$ cat config.mk
export PLATFORM = sky130hd
export DESIGN_NAME = tcs_queue
export DESIGN_NICKNAME = d
export VERILOG_FILES = /design/src/rtl/text_console_scrollback_macros.svh /design/src/rtl/tcs_pkg.sv /design/src/rtl/tcs_queue.sv
export SDC_FILE = /design/constraint.sdc
export NUM_CORES = 1
export LEC_CHECK = 0
export CORE_MARGIN = 2
export CORE_UTILIZATION = 60
export DETAILED_ROUTE_END_ITERATION = 16
export DONT_BUFFER_PORTS = 1
export HOLD_SLACK_MARGIN = 0.08
export PLACE_DENSITY_LB_ADDON = 0.2
export SLEW_MARGIN = 20
export SYNTH_ARGS = -nofsm -noshare
export SYNTH_HDL_FRONTEND = slang
export SYNTH_SLANG_ARGS = --single-unit
$ cat constraint.sdc
create_clock -name clk_i -period 2.9 [get_ports clk_i]
set_input_delay 0.58 -clock clk_i [delete_from_list [all_inputs] [get_ports clk_i]]
set_output_delay 0.58 -clock clk_i [all_outputs]
set_load 0.02 [all_outputs]
$ cat src/rtl/text_console_scrollback_macros.svh
// Assertion helpers shared by the console RTL.
// Both expect clk_i and rst_ni in scope.
`ifndef TEXT_CONSOLE_SCROLLBACK_MACROS_SVH
`define TEXT_CONSOLE_SCROLLBACK_MACROS_SVH

// Same-cycle implication.
`define TCS_ASSERT_IMPL(lbl, ante, cons, msg) \
  lbl: assert property (@(posedge clk_i) disable iff (!rst_ni) (ante) |-> (cons)) \
    else $error(msg);

// Next-cycle implication.
`define TCS_ASSERT_NEXT(lbl, ante, cons, msg) \
  lbl: assert property (@(posedge clk_i) disable iff (!rst_ni) (ante) |=> (cons)) \
    else $error(msg);

`endif

$ cat src/rtl/tcs_pkg.sv
`default_nettype none

package tcs_pkg;

  localparam logic [1:0] CMD_PUT  = 2'd0;
  localparam logic [1:0] CMD_BACK = 2'd1;
  localparam logic [1:0] CMD_FWD  = 2'd2;
  localparam logic [1:0] CMD_READ = 2'd3;

  localparam logic [7:0] CH_BS    = 8'd8;
  localparam logic [7:0] CH_TAB   = 8'd9;
  localparam logic [7:0] CH_LF    = 8'd10;
  localparam logic [7:0] CH_FF    = 8'd12;
  localparam logic [7:0] CH_CR    = 8'd13;
  localparam logic [7:0] CH_FIRST = 8'd32;
  localparam logic [7:0] CH_LAST  = 8'd126;

  localparam logic [6:0] SPACE    = 7'd32;
  localparam int         TAB_STOP = 8;
  localparam int         QDEPTH   = 2;

  typedef enum logic [3:0] {
    OP_NOP,
    OP_CLEAR,
    OP_NEWLINE,
    OP_RETURN,
    OP_BKSP,
    OP_TAB,
    OP_PRINT,
    OP_SCROLL_BACK,
    OP_SCROLL_FWD,
    OP_READ
  } op_e;

  typedef struct packed {
    op_e        op;
    logic [6:0] ch;
    logic [9:0] amount;
    logic [4:0] row;
    logic [6:0] col;
    logic       in_range;
  } op_t;

  typedef struct packed {
    logic clearing;
  } back_stat_t;

  typedef enum logic [2:0] {
    ST_CLR,
    ST_IDLE,
    ST_EXEC,
    ST_LINE,
    ST_READ
  } st_e;

endpackage

`default_nettype wire

$ cat src/rtl/tcs_queue.sv
`default_nettype none

module tcs_queue (
  input  logic         clk_i,
  input  logic         rst_ni,
  input  logic         push_valid_i,
  output logic         push_ready_o,
  input  tcs_pkg::op_t push_data_i,
  output logic         pop_valid_o,
  input  logic         pop_ready_i,
  output tcs_pkg::op_t pop_data_o
);

  localparam int PW = $clog2(tcs_pkg::QDEPTH);
  localparam int NW = $clog2(tcs_pkg::QDEPTH + 1);

  tcs_pkg::op_t ent_q [tcs_pkg::QDEPTH];
  logic [PW-1:0] wr_ptr_q, wr_ptr_d;
  logic [PW-1:0] rd_ptr_q, rd_ptr_d;
  logic [NW-1:0] cnt_q, cnt_d;
  logic          do_push, do_pop;

  assign push_ready_o = (cnt_q != NW'(tcs_pkg::QDEPTH));
  assign pop_valid_o  = (cnt_q != '0);
  assign pop_data_o   = ent_q[rd_ptr_q];
  assign do_push      = push_valid_i && push_ready_o;
  assign do_pop       = pop_valid_o && pop_ready_i;

  always_comb begin
    wr_ptr_d = wr_ptr_q;
    rd_ptr_d = rd_ptr_q;
    cnt_d    = cnt_q;
    if (do_push) wr_ptr_d = (int'(wr_ptr_q) == tcs_pkg::QDEPTH - 1) ? '0 : wr_ptr_q + 1'b1;
    if (do_pop)  rd_ptr_d = (int'(rd_ptr_q) == tcs_pkg::QDEPTH - 1) ? '0 : rd_ptr_q + 1'b1;
    if (do_push && !do_pop)      cnt_d = cnt_q + 1'b1;
    else if (!do_push && do_pop) cnt_d = cnt_q - 1'b1;
  end

  always_ff @(posedge clk_i or negedge rst_ni) begin
    if (!rst_ni) begin
      wr_ptr_q <= '0;
      rd_ptr_q <= '0;
      cnt_q    <= '0;
    end else begin
      wr_ptr_q <= wr_ptr_d;
      rd_ptr_q <= rd_ptr_d;
      cnt_q    <= cnt_d;
    end
  end

  always_ff @(posedge clk_i) begin
    if (do_push) ent_q[wr_ptr_q] <= push_data_i;
  end

endmodule

`default_nettype wire

## Word-level counts from Yosys, hierarchy flattened

Memory sizes are Yosys's and may differ from the RTL's.
Cells that the tools add are included.

- Flip-flop bits (word level): 4
- Output and inout bits: 36
- Word-level logic and storage cells: 23
- Bits of input ports: 38
- Bits in writable memories: 68
- Memories kept: 1

- Mux-type cells: 6
- Eq/ne operators: 1
- Reductions and logical operators: 8
- Add/sub/neg operators: 4

Memory list:

| memory | depth | bits a word | rd ports | clocked after memory_dff | write ports | RTL line | text |
|---|---|---|---|---|---|---|---|
| ent_q | 2 | 34 | 1 | 0 | 1 | tcs_queue.sv:17 | `tcs_pkg::op_t ent_q [tcs_pkg::QDEPTH];` |

Operators with widths:

| kind | count |
|---|---|
| $logic_and A1 B1 Y1 | 4 |
| $mux W1 | 4 |
| $mux W2 | 2 |
| $reduce_bool A2 Y1 | 2 |
| $add A1 B1 Y1 const B | 2 |
| $add A2 B1 Y2 const B | 1 |
| $logic_not A1 Y1 | 2 |
| $ne A2 B2 Y1 const B | 1 |
| $sub A2 B1 Y2 const B | 1 |

## Depth between registers and ports, before layout

Gate-level depths: netlist of the first run.

- Depth in word-level cells: 6
- Depth in mapped cells: 7
- Depth with buffers taken out: 7

## Least setup slack after synthesis of the first run

OpenSTA, ideal clock, no wires.

- Kind: register to register
- Start: register cnt_q[0]
- End: memory ent_q[0][0] (netlist name), enable pin
- Cell stages (with the launch flop): 4
- Data arrival time: 2.236 ns
- Setup slack: 0.238 ns
- Buffers on the path: 0
- Clock period less this slack: 2.662 ns
- Data required time: 2.475 ns
- Library setup time: 0.425 ns
- Cell sequence: dfrtp_1 nand2b_1 nand2_1 nor2_1

- Cells in the longest elaborated chain, start to end: 4

Ends and longest elaborated chain:

| element | RTL line | text |
|---|---|---|
| from (decl) | tcs_queue.sv:20 | `logic [NW-1:0] cnt_q, cnt_d;` |
| from (signal assigned) | tcs_queue.sv:47 | `cnt_q <= cnt_d;` |
| $ne A2 B2 Y1 | tcs_queue.sv:23 | `assign push_ready_o = (cnt_q != NW'(tcs_pkg::QDEPTH));` |
| net push_ready_o | tcs_queue.sv:7 | `output logic push_ready_o,` |
| $logic_and A1 B1 Y1 | tcs_queue.sv:26 | `assign do_push = push_valid_i && push_ready_o;` |
| $mux W1 | tcs_queue.sv:52 | `if (do_push) ent_q[wr_ptr_q] <= push_data_i;` |
| $mux W1 (implied by the code) | tcs_queue.sv:52 |  |
| to (decl) | tcs_queue.sv:17 |  |

The timed path passes the listed nets, and every way through them passes these cells.

==> metrics.txt, run 1 <==
hpwl dp=2.581 mm; Synth area leaders=edfxtp_1 (73%), mux2_4 (16%), dfrtp_1 (3.6%); unrepaired setup endpoints after global routing=no; top cells by count, synth=edfxtp_1 (68), mux2_4 (29), mux2_2 (5), dfrtp_1 (4); CTS clk-pin slew, worst paths=0.07 ns; Post-synth ARST share=5.556%; n_diodes=0; CTS tree=done; Row Count=24; fmax=0.4454 GHz; layout cells sized above 1=36.96%; Vias/cell=5.689; CTS max path bufs=2; average cell area after synthesis=22.57 um^2; detailed-route via count=1081; Final nets=173; EDFF count, synth=68; # DRC=0; Hold Crit Class=input pin to flip-flop; Yosys cell types=15; Die ar.=0.005227 mm^2; Post-Route WL=3.812 mm; Final Cycle Share=77.41%; status=completed; DR WL/cell=20.06 um; Die Wd=72.30 um; worst-path maximum fanout=19; Max Cap Viol=0; post-synth top area cell=edfxtp_1; Startpoint Class=flip-flop; number of global-route vias before repair=1121; Post-synth top flop=edfxtp_1; Root Buffer=clkbuf_8; Metal-1 WL=1.352 mm; YS warnings=0; final setup vio count=0; final hold viol count=0; P per Cell Area=1101 mW/mm^2; P_leak=1.099 nW; global route total overflow=0; Slew headroom=46.24%; Post-Synthesis Cell Area=0.002799 mm^2; CP endpoint kind=primary output; Peak VDD IR=0.0005935 V; H-tree levels=3; routability-driven placement congestion ratio=0.6722; router iterations before antenna repair=4; Inserted Clock Buffers=9; Post-Route Setup TNS=0 ns; Clock Sinks=72; largest net degree at the start of global routing=35; WP data required=2.32 ns; antenna violations before repair=0; Slew Limit Fails=0; gr usage total=15.46%; PortBufs=0; Highest Signal Layer=met4; Layout area overhead=8.180%; starting density of the core=63.41%; placed inst area=0.002843 mm^2; post-route ant nets=0; first-pass GRT wire length=5.589 mm; Syn Inst Count=124; CORE AREA=0.004414 mm^2; slew at the pin closest to its max-slew limit=0.8065 ns; IO Pins=74; DR iter-0 viols=70; worst setup path category=flip-flop to primary output; skew final=0.003126 ns; Syn Nets=163; Worst-Skew Late Latency=0.33 ns; routed wl met3=385 um; count leader, synth=edfxtp_1; post-synth top area share=72.95%; DR WL met2=2.033 mm; Final min period=2.245 ns; crit path DAT=1.66 ns; DIE HEIGHT=72.30 um; register area share after synthesis=76.53%; Yosys reg bits=72; post-route cell area=0.003028 mm^2
registers in the layout (all words and copies together) (netlist names):
| name | flops |
|---|---|
| cnt_q | 2 |
| rd_ptr_q | 1 |
| ent_q | 68 |
| wr_ptr_q | 1 |
layout by cell type, fill, tap and decap left out:
| cell | synthesis | final |
|---|---|---|
| edfxtp_1 | 68 | 68 |
| mux2_4 | 29 | 29 |
| clkbuf_8 | 0 | 9 |
| mux2_2 | 5 | 5 |
| xnor2_1 | 3 | 3 |
| clkinv_1 | 0 | 3 |
| dfrtp_1 | 4 | 3 |
| nand2_1 | 2 | 2 |
| xor2_1 | 2 | 2 |
| clkinv_2 | 0 | 2 |
| buf_12 | 3 | 2 |
| nand2b_1 | 1 | 1 |
| inv_1 | 1 | 1 |
| or2_1 | 1 | 1 |
| and3_2 | 0 | 1 |
| nor2_4 | 0 | 1 |
| nor2_1 | 2 | 1 |
| ha_1 | 1 | 1 |
| bufinv_16 | 0 | 1 |
| dlygate4sd3_1 | 0 | 1 |
| dfrtp_2 | 0 | 1 |
stage by stage:
stage               power, W  hold slack (ns)  setup slack (ns)  utilization, %  instances
global placement    0.002634           0.2845             1.010           64.40        174
CTS                 0.003378           0.3266            0.6134           68.59        190
floorplan           0.002580           0.2844            0.2384               -        124
finish              0.003334           0.3442            0.6551           68.59        190
global route        0.003478           0.3164            0.5640           68.59        190
detailed placement  0.002678           0.2845            0.9792           64.40        174
cell type report:
class	instances	area [um^2]
Clock buffer	9	123.9
Clock inverter	6	51.30
Fill cell	293	1386
Inverter	1	3.754
Multi-Input combinational cell	47	590.6
Sequential cell	72	2143
Tap cell	52	65.06
Timing Repair Buffer	3	50.05
worst max-delay path, stage by stage (launching register included):
cell,delay (ns)
dfrtp_2,0.72
buf_12,0.26
mux2_4,0.35
report_power, final:
part	switching, W	internal [W]	leakage (nW)	total, W
sequential	0.000137	0.00143	0.677	0.00157
combinational	0.000615	0.000454	0.330	0.00107
clock	0.000318	0.000380	0.0914	0.000699
total	0.00107	0.00226	1.10	0.00333
kinds of logic (layout without fill, tap and decap cells):
| group | count (synthesis) | in the layout | synth area share (%) |
|---|---|---|---|
| DFF | 72 | 72 | 76.53 |
| buffers and inverters | 5 | 19 | 2.682 |
| adders and majority gates | 1 | 1 | 0.4470 |
| xor gates and xnor gates | 5 | 5 | 1.565 |
| and+or+nand+nor | 7 | 7 | 1.208 |
| muxes | 34 | 34 | 17.57 |
layer usage:
metal	vias to the layer above	track usage, %
li1	496	-
met1	537	16.25
met2	44	25.18
met3	4	9.306
met4	0	6.289
met5	-	0
repair_timing:
item,CTS,global route
hold endpoints to repair,4,0
buffers inserted,0,0
hold buffers,1,0
resized for setup,0,0
worst paths after layout:
path                                 startpoint             end  slack (ns)  cells past startpoint
worst max register to register         cnt_q[0]    ent_q[1][25]        1.03                      2
min in group asynchronous                rst_ni        wr_ptr_q        0.53                      1
worst max-delay path                   rd_ptr_q  pop_data_o[24]        0.66                      2
worst min-delay path            push_data_i[21]    ent_q[0][21]        0.34                      0
max in group asynchronous                rst_ni        rd_ptr_q        2.18                      1
worst min register to register         cnt_q[1]        cnt_q[1]        0.49                      1
No activity file was read; power rests on OpenSTA's default activity.
==> inputs of run 2 (changes only) <==
- CORE_UTILIZATION: 60 -> 56
- clock period: 2.9 -> 1.8 ns (I/O delays scaled with it)
==> run 2 against run 1 <==
Against the previous run:
- clock power rose by 66%
- sequential cell count did not move
- final cell count rose by 10%
- critical path depth did not move
- sequential share of layout area fell by 1.6 points
- final area rose by 2.3%
- first-iteration DRC count fell by 34%
- sequential power rose by 55%
- core utilization fell by 3.9 points
- critical path type unchanged
==> metrics.txt, run 2 (synthesis results as in run 1) <==
layout cells sized above 1=38.73%; worst-path maximum fanout=9; # DRC=0; r2r startpoint=cnt_q[0]; antenna violations before repair=0; largest net degree at the start of global routing=35; Inserted Clock Buffers=9; CP max stage cell=dfrtp_2; CTS max path bufs=2; final setup vio count=0; n_diodes=0; Hold Crit Class=input pin to flip-flop; Final Cycle Share=94.39%; Peak VDD IR=0.001402 V; Die ar.=0.005579 mm^2; cells along the critical path=buf_4 -> mux2_4; H-tree levels=3; Place WS=0.1231 ns; crit path DAT=1.34 ns; P_leak=1.121 nW; Die Wd=74.70 um; CTS tree=done; routability-driven placement congestion ratio=0.7336; worst setup path category=flip-flop to primary output; first-pass GRT wire length=5.430 mm; biggest regs=ent_q x68, cnt_q x2; unrepaired setup endpoints after global routing=no; fmax=0.5886 GHz; WHS Path Cells=0; setup bufs post-CTS=0; Final min period=1.699 ns; detailed-route via count=1110; Hold Slack=0.1251 ns; CORE AREA=0.004786 mm^2; CP startpoint=rd_ptr_q; delay-heaviest family, CP=flip-flops; gr usage total=14.48%; global route total overflow=0; skew final=0.005349 ns; max reg flops=68; CP endpoint kind=primary output; Slew headroom=47.26%; Final nets=176; Row Count=25; final hold viol count=0; Vias/cell=5.311; DIE HEIGHT=74.70 um; P per Cell Area=1778 mW/mm^2; Clock Sinks=72; commonest cells after routing, fill and taps aside=edfxtp_1 (68), mux2_4 (29), clkbuf_8 (9); Root Buffer=clkbuf_8; slew at the pin closest to its max-slew limit=0.7911 ns; r2r setup slk=0.13 ns; Final WS setup=0.1010 ns; DR WL/cell=18.70 um; CTS clk-pin slew, worst paths=0.07 ns; worst reg2reg path depth=8; hpwl dp=2.474 mm; PortBufs=0; DR iter-0 viols=46; router iterations before antenna repair=4; Slew Limit Fails=0; number of global-route vias before repair=1131; Crit path buffers/inverters=1; IO Pins=74; starting density of the core=58.48%; post-route ant nets=0; status=completed; Most flops, register=ent_q; WP data required=1.44 ns; Hold Startpoint=push_data_i[31]; most common cell after layout, fill and taps aside=edfxtp_1; Worst-Skew Late Latency=0.32 ns; Post-Route WL=3.909 mm; Placed Cells=191; Startpoint Class=flip-flop; fin cells=209; worst r2r dst=cnt_q[1]; Post-Route Setup TNS=0 ns; Worst Hold Path EP=ent_q[0][31]; Layout area overhead=10.68%; Max Cap Viol=0; CP peak stage delay=0.42 ns
-- run 2: worst max-delay path by stage --
stage,end,slack [ns],depth (start not counted)
global placement,ent_q[1][25],0.20,2
CTS,pop_data_o[14],0.04,2
finish,pop_data_o[21],0.10,2
global route,cnt_q[1],0.02,8
detailed placement,ent_q[1][2],0.12,2
floorplan,ent_q[0][0],0.05,3
-- run 2: metrics by stage --
| stage | util [%] | total power, W | cell area [um^2] |
|---|---|---|---|
| 2_1_floorplan | - | 0.004160 | 2808 |
| 3_3_place_gp | 60.10 | 0.004285 | 2877 |
| 3_5_place_dp | 60.10 | 0.004347 | 2877 |
| 4_1_cts | 64.21 | 0.005517 | 3073 |
| 5_1_grt | 64.73 | 0.005765 | 3098 |
| 6_report | 64.73 | 0.005509 | 3098 |
-- run 2: cell type report --
class	count	area (um^2)
fillers	328	1688
clock inverters	7	62.56
repair buffers	6	90.09
multi-input cells	47	590.6
clock buffers	9	123.9
well taps	67	83.83
inverters	1	3.754
flip-flops and latches	72	2143
-- run 2: per-layer routing --
layer / GRT usage, % / vias to the layer above / share of wire [%]
li1: - / 505 / -
met1: 13.73 / 554 / 36
met2: 24.48 / 45 / 54
met3: 6.961 / 6 / 8.8
met4: 10.12 / 0 / 1.3
met5: 0 / - / 0
-- run 2: where the power goes --
| part | leakage (nW) | switching (W) | internal, W |
|---|---|---|---|
| combinational | 0.352 | 0.00110 | 0.000809 |
| clock | 0.0917 | 0.000537 | 0.000625 |
| sequential | 0.677 | 0.000137 | 0.00230 |
| total | 1.12 | 0.00177 | 0.00374 |
-- run 2: repair_timing --
action / in CTS / in global routing
endpoints found under the hold margin: 4 / 0
hold buffers: 1 / 0
resized for setup: 0 / 0
endpoints found under the setup margin: 0 / 1
