[config.mk]
export PLATFORM = sky130hd
export DESIGN_NAME = tcs_front_flat
export DESIGN_NICKNAME = d
export VERILOG_FILES = /design/src/rtl/text_console_scrollback_macros.svh /design/src/rtl/tcs_pkg.sv /design/src/rtl/tcs_if.sv /design/src/rtl/tcs_front.sv /design/src/flat_wrapper.sv
export SDC_FILE = /design/constraint.sdc
export NUM_CORES = 1
export LEC_CHECK = 0
export BUFFER_PORTS_ARGS = -buffer_cell sky130_fd_sc_hd__buf_2
export CAP_MARGIN = 10
export CORE_MARGIN = 3
export CORE_UTILIZATION = 24
export DETAILED_ROUTE_END_ITERATION = 8
export GPL_TIMING_DRIVEN = 0
export PLACE_DENSITY = 0.81
export SYNTH_ARGS = -nofsm -noshare
export SYNTH_HDL_FRONTEND = slang
export SYNTH_SLANG_ARGS = --single-unit
[constraint.sdc]
create_clock -name vclk -period 0.8
set_input_delay 0.16 -clock vclk [all_inputs]
set_output_delay 0.16 -clock vclk [all_outputs]
set_load 0.02 [all_outputs]
[src/rtl/text_console_scrollback_macros.svh]
// Assertion helpers shared by the console RTL.
// Both expect clk_i and rst_ni in scope.
`ifndef TEXT_CONSOLE_SCROLLBACK_MACROS_SVH
`define TEXT_CONSOLE_SCROLLBACK_MACROS_SVH

// Same-cycle implication.
`define TCS_ASSERT_IMPL(lbl, ante, cons, msg) \
  lbl: assert property (@(posedge clk_i) disable iff (!rst_ni) (ante) |-> (cons)) \
    else $error(msg);

// Next-cycle implication.
`define TCS_ASSERT_NEXT(lbl, ante, cons, msg) \
  lbl: assert property (@(posedge clk_i) disable iff (!rst_ni) (ante) |=> (cons)) \
    else $error(msg);

`endif

[src/rtl/tcs_pkg.sv]
`default_nettype none

package tcs_pkg;

  localparam logic [1:0] CMD_PUT  = 2'd0;
  localparam logic [1:0] CMD_BACK = 2'd1;
  localparam logic [1:0] CMD_FWD  = 2'd2;
  localparam logic [1:0] CMD_READ = 2'd3;

  localparam logic [7:0] CH_BS    = 8'd8;
  localparam logic [7:0] CH_TAB   = 8'd9;
  localparam logic [7:0] CH_LF    = 8'd10;
  localparam logic [7:0] CH_FF    = 8'd12;
  localparam logic [7:0] CH_CR    = 8'd13;
  localparam logic [7:0] CH_FIRST = 8'd32;
  localparam logic [7:0] CH_LAST  = 8'd126;

  localparam logic [6:0] SPACE    = 7'd32;
  localparam int         TAB_STOP = 8;
  localparam int         QDEPTH   = 2;

  typedef enum logic [3:0] {
    OP_NOP,
    OP_CLEAR,
    OP_NEWLINE,
    OP_RETURN,
    OP_BKSP,
    OP_TAB,
    OP_PRINT,
    OP_SCROLL_BACK,
    OP_SCROLL_FWD,
    OP_READ
  } op_e;

  typedef struct packed {
    op_e        op;
    logic [6:0] ch;
    logic [9:0] amount;
    logic [4:0] row;
    logic [6:0] col;
    logic       in_range;
  } op_t;

  typedef struct packed {
    logic clearing;
  } back_stat_t;

  typedef enum logic [2:0] {
    ST_CLR,
    ST_IDLE,
    ST_EXEC,
    ST_LINE,
    ST_READ
  } st_e;

endpackage

`default_nettype wire

[src/rtl/tcs_if.sv]
`default_nettype none

interface tcs_in_if;
  logic       valid;
  logic       ready;
  logic [1:0] cmd;
  logic [7:0] char_code;
  logic [9:0] scroll_amount;
  logic [4:0] view_row;
  logic [6:0] view_col;

  modport source (output valid, cmd, char_code, scroll_amount, view_row, view_col,
                  input ready);
  modport sink   (input valid, cmd, char_code, scroll_amount, view_row, view_col,
                  output ready);
endinterface


`default_nettype wire

[src/rtl/tcs_front.sv]
`default_nettype none

module tcs_front #(
  parameter int COLS = 80,
  parameter int ROWS = 24
) (
  tcs_in_if.sink              req_i,
  input  tcs_pkg::back_stat_t stat_i,
  output logic                push_valid_o,
  input  logic                push_ready_i,
  output tcs_pkg::op_t        push_data_o
);

  tcs_pkg::op_e op;

  always_comb begin
    op = tcs_pkg::OP_NOP;
    unique case (req_i.cmd)
      tcs_pkg::CMD_PUT: begin
        unique case (req_i.char_code)
          tcs_pkg::CH_FF:  op = tcs_pkg::OP_CLEAR;
          tcs_pkg::CH_LF:  op = tcs_pkg::OP_NEWLINE;
          tcs_pkg::CH_CR:  op = tcs_pkg::OP_RETURN;
          tcs_pkg::CH_BS:  op = tcs_pkg::OP_BKSP;
          tcs_pkg::CH_TAB: op = tcs_pkg::OP_TAB;
          default: begin
            if (req_i.char_code >= tcs_pkg::CH_FIRST && req_i.char_code <= tcs_pkg::CH_LAST)
              op = tcs_pkg::OP_PRINT;
            else
              op = tcs_pkg::OP_NOP;
          end
        endcase
      end
      tcs_pkg::CMD_BACK: op = tcs_pkg::OP_SCROLL_BACK;
      tcs_pkg::CMD_FWD:  op = tcs_pkg::OP_SCROLL_FWD;
      tcs_pkg::CMD_READ: op = tcs_pkg::OP_READ;
      default:           op = tcs_pkg::OP_NOP;
    endcase
  end

  always_comb begin
    push_data_o.op       = op;
    push_data_o.ch       = req_i.char_code[6:0];
    push_data_o.amount   = req_i.scroll_amount;
    push_data_o.row      = req_i.view_row;
    push_data_o.col      = req_i.view_col;
    push_data_o.in_range = (int'(req_i.view_row) < ROWS) && (int'(req_i.view_col) < COLS);
  end

  // hold off the host while the store is being wiped
  assign push_valid_o = req_i.valid && !stat_i.clearing;
  assign req_i.ready  = push_ready_i && !stat_i.clearing;

endmodule

`default_nettype wire

[src/flat_wrapper.sv]
// flat-port wrapper written by rule: the top's interface ports become plain ports
module tcs_front_flat 
#(
  parameter int COLS = 80,
  parameter int ROWS = 24
)
  (stat_i, push_valid_o, push_ready_i, push_data_o, req_i_valid, req_i_cmd, req_i_char_code, req_i_scroll_amount, req_i_view_row, req_i_view_col, req_i_ready);
  tcs_in_if req_i_i ();
  input  tcs_pkg::back_stat_t stat_i;
  output logic push_valid_o;
  input  logic push_ready_i;
  output tcs_pkg::op_t push_data_o;
  input wire logic [$bits(req_i_i.valid)-1:0] req_i_valid;
  input wire logic [$bits(req_i_i.cmd)-1:0] req_i_cmd;
  input wire logic [$bits(req_i_i.char_code)-1:0] req_i_char_code;
  input wire logic [$bits(req_i_i.scroll_amount)-1:0] req_i_scroll_amount;
  input wire logic [$bits(req_i_i.view_row)-1:0] req_i_view_row;
  input wire logic [$bits(req_i_i.view_col)-1:0] req_i_view_col;
  output wire logic [$bits(req_i_i.ready)-1:0] req_i_ready;
  assign req_i_i.valid = req_i_valid;
  assign req_i_i.cmd = req_i_cmd;
  assign req_i_i.char_code = req_i_char_code;
  assign req_i_i.scroll_amount = req_i_scroll_amount;
  assign req_i_i.view_row = req_i_view_row;
  assign req_i_i.view_col = req_i_view_col;
  assign req_i_ready = req_i_i.ready;
  tcs_front #(.COLS(COLS), .ROWS(ROWS)) u_core (.req_i(req_i_i), .stat_i(stat_i), .push_valid_o(push_valid_o), .push_ready_i(push_ready_i), .push_data_o(push_data_o));
endmodule
# After elaboration in Yosys (flattened, before gate mapping)
# Cells that the tools add are included.
# word_totals
ff_bits	0
latchBits	0
ramBits	0
mem_bits_ro	0
input_bits	35
out_inout_bits	36
word_cells	21
memories	0
# op_classes
n_addsub	0
multipliers	0
n_div	0
magnitude_cmp	4
eq_ne	8
shift	0
n_mux	3
bitwise_logic	0
n_reduce_logical	6
# ops
operator	count
$eq A8 B4 Y1 const B	5
$pmux W4 S5	1
$pmux W4 S4	1
$ge A8 B6 Y1 const B	1
$le A8 B7 Y1 const B	1
$lt A7 B7 Y1 const B	1
$lt A5 B5 Y1 const B	1
$eq A2 B2 Y1 const B	2
$logic_and A1 B1 Y1	4
$mux W3	1
$eq A2 B1 Y1 const B	1
$logic_not A2 Y1	1
$logic_not A1 Y1	1

# Longest topological paths before layout
# Gate-level depths: netlist (run 1).
# logic_depth
word_depth	5
ltp_mapped	3
mapped_depth_nobuf	3

# Worst setup path before layout (run 1)
# Ideal clock, no wire load.
# synth_path
path_kind	input -> output
from	input port req_i_char_code[1]
to	output port push_data_o[31] (netlist bit)
arrival_time_ns	0.842
required_ns	0.640
slack_ns	-0.202
path_stages	3
path_buffers	0
cell_sequence	and3b_1 o2111ai_1 a21oi_1
# synth_rtl
element	line_no	source
start, declared	flat_wrapper.sv:15	input wire logic [$bits(req_i_i.char_code)-1:0] req_i_char_code;
end, declared	flat_wrapper.sv:12	output tcs_pkg::op_t push_data_o;

==> results by group, run 1 <==
Power and ir drop
  – Final total power: 0.503 mW
  – Clk network pwr share: 0
  – Logic pwr share: 1.000
  – NetSw: 0.243 mW
  – Lkg Pwr: 0.432 nW
  – Switching share of total power: 0.482
  – Flop pwr share: 0
  – Peak supply drop: 333 uV
  – Internal: 0.260 mW
  – Cell Pwr Density: 655 mW/mm^2

Run status
  – Failing checks: negative setup slack
  – Status: finished, violations left

Layout
  – Clock buffers: 0
  – Layout Nets: 141
  – FILL cells: 128
  – Seq_cells: 0
  – Register area: 0 um^2
  – Inserted Diodes: 0
  – Share of cells above drive strength 1: 0.894
  – Layout area overhead: 117%
  – Post-Layout Cell Count: 119
  – Finished Cell Area: 768 um^2

Logic synthesis
  – Net Count, Synth: 85
  – Area of the mapped netlist: 354 um^2
  – Cells after Synth: 50
  – Yosys top cell area share: 0.615
  – Post-Syn Area per Cell: 7.08 um^2
  – Synth area leaders: buf_4 61%, nand4b_1 4.9%, a21oi_1 4.2%
  – Synth warn: 0
  – Area leader, netlist: buf_4
  – Cell variety after synth: 15
  – Seq/Total Area, Yosys: 0

STA
  – Hold_ws: 0.537 ns
  – Endpoints failing setup: 4
  – Final Hold Fails: 0
  – Fin crit period: 1.09 ns
  – Final Max Tran Viols: 0
  – Fin crit share: 1.36
  – Max_slew headroom: 0.882
  – Slew @ Worst Pin: 0.177 ns
  – RSZ-0062 raised after global routing: yes
  – FMAX: 922 MHz
  – Final worst slack: -0.285 ns

Worst setup path
  – CP Data Required Time: 0.64 ns
  – CP max FO: 3
  – Slowest CP cell: o22ai_4
  – Worst setup EP type: output pin
  – Worst Setup Start Kind: primary input
  – Critical path class: primary input to output pin
  – Critical Path, Cell by Cell: buf_8 > nand4b_1 > o22ai_4 > a21oi_2 > buf_6
  – Max stage delay on crit path: 0.23 ns
  – Crit path DAT: 0.93 ns

GRT
  – GRT Overall Usage: 0.114
  – GR Overflow Total: 0
  – First-pass GRT wire length: 1840 um
  – Antenna violations before repair: 0
  – Largest net degree at the start of global routing: 7
  – Vias in the first global route: 483

Drt
  – Vias: 507
  – Initial DRC Count: 2
  – Number of routed nets with antenna violations: 0
  – Drt via density: 4.26
  – DRC: 0
  – WL per Instance: 9.73 um
  – Final WL: 1160 um
  – Detailed Routing Iterations Pass 1: 3

Place
  – Routability cong.: 0.653
  – Dpl hpwl: 1060 um
  – IO buf count: 54
  – Post-DP Area: 674 um^2
  – Placed Instances: 119

Floorplanning
  – Core area: 0.00135 mm^2
  – Die Width: 44.4 um
  – Die area: 0.00197 mm^2
  – Die Ht: 44.4 um
  – Std cell rows: 13
  – Initial Util: 0.262
  – I/O pin total: 71

Job
  – Max-capacitance violation count: 0

Min path
  – Min-Delay Path Class: primary input to output pin

Clocking
  – Hold-fix buffers at CTS: 0
## cells by family after synthesis
family | share of synthesized area
buffers and inverters | 0.625
AO/OA/AOI/OAI | 0.163
AND/OR/NAND/NOR | 0.212
## synth_stat cells
master      n
o21ba_2     1
and2b_1     1
a41o_1      1
buf_4      29
nand4_1     1
o2111ai_1   1
nor2_1      4
a21oi_1     3
clkbuf_1    1
o21a_1      1
nand4b_1    2
and3b_1     1
nor3b_1     1
nor2b_1     2
o22ai_1     1
## layout by cell type, fill, tap and decap left out, drive strengths merged
| cell type | n |
|---|---|
| buf | 83 |
| o22ai | 1 |
| o2111ai | 1 |
| nor2 | 4 |
| and3b | 1 |
| nor3b | 1 |
| a41o | 1 |
| o21a | 1 |
| nand4b | 2 |
| clkbuf | 1 |
| nor2b | 2 |
| nand4 | 1 |
| and2b | 1 |
| a21oi | 3 |
| o21ba | 1 |
## path summary, 6_finish.rpt
check                                  start         endpoint  slack [ns]  depth (start not counted)
worst max-delay path            req_i_cmd[0]  push_data_o[32]       -0.29                          5
worst min-delay path  req_i_scroll_amount[1]  push_data_o[14]        0.54                          2
## metrics by stage
| stage | worst slack (ns) | setup TNS [ns] | util |
|---|---|---|---|
| after floorplan | -0.0998 | -0.179 | - |
| after CTS | -0.278 | -0.734 | 0.545 |
| after global placement | -0.292 | -0.826 | 0.500 |
| final | -0.285 | -0.747 | 0.569 |
| after global routing | -0.301 | -0.833 | 0.569 |
| after detailed placement | -0.333 | -0.930 | 0.500 |
## power groups by stage
| stage | Clock (mW) | Combinational [mW] | Sequential (mW) |
|---|---|---|---|
| 2_1_floorplan | 0 | 0.291 | 0 |
| 3_3_place_gp | 0 | 0.442 | 0 |
| 3_5_place_dp | 0 | 0.451 | 0 |
| 4_1_cts | 0 | 0.488 | 0 |
| 5_1_grt | 0 | 0.541 | 0 |
| 6_report | 0 | 0.503 | 0 |
## layout make-up
type,instances,area (um^2),area share
Buffer,30,221,0.288
Tap cell,15,18.8,0.0244
Multi-Input combinational cell,20,181,0.236
Timing Repair Buffer,54,347,0.451
## critical path: cells and delay by family
kind	cells	cell delay [ns]
compound gates	2	0.32
buf+inv	2	0.23
simple gates	1	0.21
## per-layer routing
layer / GRT usage / up-vias / part of all wire
met5: 0 / - / 0
met4: 0 / 0 / 0
met3: 0.0122 / 0 / 0.16
met2: 0.267 / 42 / 0.57
met1: 0.104 / 216 / 0.27
li1: - / 249 / -
## repair_timing
item	CTS	global route
cloned	0	0
pin swaps	7	7
endpoints found under the setup margin	4	4
buffers inserted	0	0
gates resized for setup	17	8
No activity file was read; power rests on OpenSTA's default activity.
==> inputs of run 2 (changes only) <==
--- a/config.mk
+++ b/config.mk
@@ -12,6 +12,7 @@
 export DETAILED_ROUTE_END_ITERATION = 8
 export GPL_TIMING_DRIVEN = 0
 export PLACE_DENSITY = 0.81
+export SLEW_MARGIN = 20
 export SYNTH_ARGS = -nofsm -noshare
 export SYNTH_HDL_FRONTEND = slang
 export SYNTH_SLANG_ARGS = --single-unit
==> constraint.sdc (replaced) <==
create_clock -name vclk -period 0.8
set_input_delay 0.16 -clock vclk [all_inputs]
set_output_delay 0.16 -clock vclk [all_outputs]
set_load 0.01 [all_outputs]
==> run 2 against run 1 <==
Net effect: the flow still finishes with violations (negative setup slack); die area unchanged; utilization down 2.0 points; final area down 3.6%; cell count unchanged; critical endpoint is now push_data_o[31]; via count down 0.99%; non-clock buffer count unchanged; total power down 19%; wire length up 7.5%; largest cell class unchanged.
==> results by group, run 2 (synthesized netlist as in run 1, its figures left out) <==
Run status
  – Status: finished, violations left
  – Failing checks: negative setup slack

Place
  – IO buf count: 54 (unchanged)
  – Post-DP Area: 668 um^2 (-0.93%)
  – Placed Instances: 119 (unchanged)
  – Dpl hpwl: 1080 um (+2.6%)
  – Routability cong.: 0.610 (-6.5%)

Layout
  – Post-Layout Cell Count: 119 (unchanged)
  – Inserted Diodes: 0 (unchanged)
  – Layout area overhead: 109%
  – Register area: 0 um^2 (unchanged)
  – Commonest cells after routing, fill and taps aside: 47 x buf_2, 30 x buf_4, 3 x a21oi_2, 3 x buf_8, 3 x buf_6
  – Share of cells above drive strength 1: 0.885 (-0.00962)
  – Most common cell after layout, fill and taps aside: buf_2
  – Clock buffers: 0 (unchanged)
  – Finished Cell Area: 741 um^2 (-3.6%)
  – Layout Nets: 141 (unchanged)
  – Seq_cells: 0 (unchanged)

Drt
  – Final WL: 1250 um (+7.5%)
  – Detailed Routing Iterations Pass 1: 3 (unchanged)
  – Vias: 502 (-0.99%)
  – Number of routed nets with antenna violations: 0 (unchanged)
  – DRC: 0 (unchanged)
  – Drt via density: 4.22 (-0.99%)
  – Initial DRC Count: 2 (unchanged)
  – WL per Instance: 10.5 um (+7.5%)

Worst setup path
  – Critical path class: primary input to output pin
  – Max stage delay on crit path: 0.21 ns (-0.02 ns)
  – Critical Path, Cell by Cell: buf_8 > nand4b_1 > o22ai_4 > a21oi_2 > buf_2
  – CP max FO: 3 (unchanged)
  – Crit path DAT: 0.89 ns (-0.04 ns)
  – Worst Setup Start Kind: primary input
  – Slowest CP cell: nand4b_1
  – CP Data Required Time: 0.64 ns (about the same)
  – Worst setup EP type: output pin
  – Worst path bufs/invs: 2 (unchanged)
  – Worst path top cell family by delay: compound AO/OA/AOI/OAI gates

GRT
  – GR Overflow Total: 0 (unchanged)
  – First-pass GRT wire length: 1900 um (+3.0%)
  – GRT Overall Usage: 0.119 (+0.00498)
  – Largest net degree at the start of global routing: 7 (unchanged)
  – Vias in the first global route: 479 (-0.83%)
  – Antenna violations before repair: 0 (unchanged)

STA
  – Final worst slack: -0.248 ns (+0.0372 ns)
  – Fin crit share: 1.31 (-0.0465)
  – Final Max Tran Viols: 0 (unchanged)
  – RSZ-0062 raised after global routing: yes
  – FMAX: 954 MHz (+3.5%)
  – Endpoints failing setup: 4 (unchanged)
  – Max_slew headroom: 0.886 (+0.00377)
  – Slew @ Worst Pin: 0.171 ns (-0.00566 ns)
  – Final TNS setup: -0.659 ns (+0.0886 ns)
  – Fin crit period: 1.05 ns (-0.0372 ns)
  – Hold_ws: 0.503 ns (-0.0338 ns)
  – Final Hold Fails: 0 (unchanged)

Power and ir drop
  – Clk network pwr share: 0 (unchanged)
  – NetSw: 0.166 mW (-32%)
  – Logic pwr share: 1.000 (about the same)
  – Flop pwr share: 0 (unchanged)
  – Cell Pwr Density: 552 mW/mm^2 (-16%)
  – Peak supply drop: 248 uV (-25%)
  – Final total power: 0.409 mW (-19%)
  – Switching share of total power: 0.406 (-0.0769)
  – Internal: 0.243 mW (-6.6%)
  – Lkg Pwr: 0.424 nW (-1.7%)

Min path
  – Min-Delay Path Class: primary input to output pin
  – Worst Hold Depth: 2 (unchanged)
  – Worst hold path endpoint: push_data_o[18]
  – Hold Startpoint: req_i_scroll_amount[5]

Floorplanning
  – Core area: 0.00135 mm^2 (unchanged)
  – Std cell rows: 13 (unchanged)
  – Initial Util: 0.262 (unchanged)
  – Die Ht: 44.4 um (unchanged)
  – Die area: 0.00197 mm^2 (unchanged)
  – Die Width: 44.4 um (unchanged)
  – I/O pin total: 71 (unchanged)

Job
  – Max-capacitance violation count: 0 (unchanged)

Clocking
  – Hold-fix buffers at CTS: 0 (unchanged)
  – Post-CTS setup buffers: 0 (unchanged)
-- run 2: cell count changes in the layout (fill, tap and decap cells not counted) --
cell,change
buf_6,-4
nor2_1,+1
buf_2,+4
nor2_2,-1
-- run 2: metal layers --
| metal | GRT usage | routed length, um | vias up | share of wire |
|---|---|---|---|---|
| met1 | 0.118 | 365 | 216 | 0.29 |
| met4 | 0 | 0 | 0 | 0 |
| met2 | 0.267 | 720 | 37 | 0.58 |
| met5 | 0 | 0 | - | 0 |
| li1 | - | - | 249 | - |
| met3 | 0.0122 | 160 | 0 | 0.13 |
-- run 2: worst max path at each step --
stage / slack [ns] / cells past startpoint / start / end
final: -0.25 / 5 / req_i_cmd[0] / push_data_o[31]
after global routing: -0.28 / 5 / req_i_char_code[5] / push_data_o[32]
after CTS: -0.25 / 5 / req_i_char_code[1] / push_data_o[31]
after detailed placement: -0.29 / 5 / req_i_char_code[6] / push_data_o[31]
after global placement: -0.26 / 5 / req_i_cmd[0] / push_data_o[31]
after floorplan: -0.02 / 3 / req_i_char_code[0] / push_data_o[31]
-- run 2: power groups by stage --
stage / registers, mW / clock network, mW / logic [mW]
after floorplan: 0 / 0 / 0.210
after global placement: 0 / 0 / 0.363
after detailed placement: 0 / 0 / 0.371
after CTS: 0 / 0 / 0.392
after global routing: 0 / 0 / 0.443
final: 0 / 0 / 0.409
-- run 2: cell type report --
cell class	count	area, um^2
plain buffers	30	221
fillers	123	609
multi-input cells	20	179
well taps	15	18.8
repair buffers	54	322
-- run 2: repair_timing --
action,4_1_cts,5_1_grt
setup endpoints to repair,4,4
pin swaps,9,8
resized for setup,10,8
-- run 2: through the flow --
step,setup WS [ns],utilization
2_1_floorplan,-0.0167,-
3_3_place_gp,-0.260,0.495
3_5_place_dp,-0.293,0.495
4_1_cts,-0.251,0.525
5_1_grt,-0.280,0.549
6_report,-0.248,0.549
==> inputs of run 3 (changes only) <==
--- a/config.mk
+++ b/config.mk
@@ -12,7 +12,8 @@
 export DETAILED_ROUTE_END_ITERATION = 8
 export GPL_TIMING_DRIVEN = 0
 export PLACE_DENSITY = 0.81
-export SLEW_MARGIN = 20
+export RECOVER_POWER = 50
+export SLEW_MARGIN = 15
 export SYNTH_ARGS = -nofsm -noshare
 export SYNTH_HDL_FRONTEND = slang
 export SYNTH_SLANG_ARGS = --single-unit
==> run 3 against run 2 <==
Net effect: the run still ends with negative setup slack left; flip-flop and latch count did not move; worst setup slack barely moved; fmax barely moved; wire length fell by 0.40%; final area fell by 2.7%; critical path depth did not move; die area did not move; via count did not move; utilization fell by 1.5 points; cell count did not move; count of clock-buffer cells in the layout did not move.
==> results by group, run 3 (synthesized netlist as in run 1, its figures left out) <==
Run status
  – Status: finished, violations left
  – Failing checks: negative setup slack

STA
  – Endpoints failing setup: 4 (unchanged)
  – Fin crit period: 1.05 ns (+0.00000300 ns)
  – Hold_ws: 0.506 ns (+0.00298 ns)
  – Final Hold Fails: 0 (unchanged)
  – FMAX: 954 MHz (about the same)
  – Final TNS setup: -0.659 ns (-0.0000200 ns)
  – RSZ-0062 raised after global routing: yes
  – Max_slew headroom: 0.886 (unchanged)
  – Final worst slack: -0.248 ns (-0.00000300 ns)
  – Fin crit share: 1.31 (about the same)
  – Slew @ Worst Pin: 0.171 ns (unchanged)
  – Final Max Tran Viols: 0 (unchanged)

Floorplanning
  – Die Ht: 44.4 um (unchanged)
  – Die area: 0.00197 mm^2 (unchanged)
  – Die Width: 44.4 um (unchanged)
  – Core area: 0.00135 mm^2 (unchanged)
  – Initial Util: 0.262 (unchanged)
  – I/O pin total: 71 (unchanged)
  – Std cell rows: 13 (unchanged)

Place
  – Dpl hpwl: 1080 um (unchanged)
  – Dpl ws: -0.293 ns (unchanged)
  – IO buf count: 54 (unchanged)
  – Routability cong.: 0.610 (unchanged)
  – Post-DP Area: 668 um^2 (unchanged)

GRT
  – Antenna violations before repair: 0 (unchanged)
  – Largest net degree at the start of global routing: 7 (unchanged)
  – GRT Overall Usage: 0.119 (unchanged)
  – First-pass GRT wire length: 1900 um (unchanged)
  – GR Overflow Total: 0 (unchanged)
  – Vias in the first global route: 479 (unchanged)

Min path
  – Min-Delay Path Class: primary input to output pin

Layout
  – Layout area overhead: 104%
  – FILL cells: 136 (+11%)
  – Share of cells above drive strength 1: 0.731 (-0.154)
  – Most common cell after layout, fill and taps aside: buf_2
  – Inserted Diodes: 0 (unchanged)
  – Multi-input logic area: 179 um^2 (unchanged)
  – Layout Nets: 141 (unchanged)
  – Clock buffers: 0 (unchanged)
  – Finished Cell Area: 721 um^2 (-2.7%)
  – Register area: 0 um^2 (unchanged)
  – Commonest cells after routing, fill and taps aside: 31 x buf_2, 30 x buf_4, 17 x clkbuf_1
  – Seq_cells: 0 (unchanged)

Drt
  – WL per Instance: 10.4 um (-0.40%)
  – Number of routed nets with antenna violations: 0 (unchanged)
  – Drt via density: 4.22 (unchanged)
  – Vias: 502 (unchanged)
  – Detailed Routing Iterations Pass 1: 3 (unchanged)
  – DRC: 0 (unchanged)
  – Final WL: 1240 um (-0.40%)
  – Initial DRC Count: 2 (unchanged)

Worst setup path
  – CP max FO: 3 (unchanged)
  – Worst setup EP type: output pin
  – Critical path class: primary input to output pin
  – Worst Setup Start Kind: primary input
  – Crit path DAT: 0.89 ns (about the same)
  – CP Data Required Time: 0.64 ns (about the same)

Clocking
  – Post-CTS setup buffers: 0 (unchanged)

Power and ir drop
  – Peak supply drop: 238 uV (-4.1%)
  – Cell Pwr Density: 553 mW/mm^2 (+0.22%)
  – Final total power: 0.399 mW (-2.5%)
  – Lkg Pwr: 0.380 nW (-10%)

Job
  – Max-capacitance violation count: 0 (unchanged)
[run 3: final cells by class]
| class | instances | share of cell area |
|---|---|---|
| repair buffers | 54 | 0.418 |
| multi-input cells | 20 | 0.248 |
| plain buffers | 30 | 0.307 |
| well taps | 15 | 0.0260 |
[run 3: metal layers]
metal,vias to the layer above,GRT usage,share of wire
li1,249,-,-
met1,216,0.118,0.28
met2,37,0.267,0.58
met3,0,0.0122,0.13
met4,0,0,0
met5,-,0,0
[run 3: worst max-delay path, cell delays in order]
cell and delay [ns]:
buf_8 0.10, nand4b_1 0.21, o22ai_4 0.21, a21oi_2 0.07, buf_2 0.14
[run 3: per-stage QoR]
step                      instances  utilization
after global routing            119        0.534
after floorplan                  50            -
after detailed placement        119        0.495
after CTS                       119        0.525
final                           119        0.534
after global placement          119        0.495
[run 3: repair_timing]
action | 4_1_cts | 5_1_grt
gates resized for setup | 10 | 8
pin swaps | 9 | 8
hold buffers | 0 | 0
setup endpoints to repair | 4 | 4
[run 3: final timing paths]
path                  cells after the start                    from         endpoint  slack [ns]
worst min-delay path                      2  req_i_scroll_amount[8]  push_data_o[21]        0.51
worst max-delay path                      5            req_i_cmd[0]  push_data_o[31]       -0.25
[run 3: report_power, final]
group	leakage, nW	switching, mW	internal [mW]	total [mW]
Combinational	0.380	0.167	0.232	0.399
Sequential	0	0	0	0
Clock	0	0	0	0
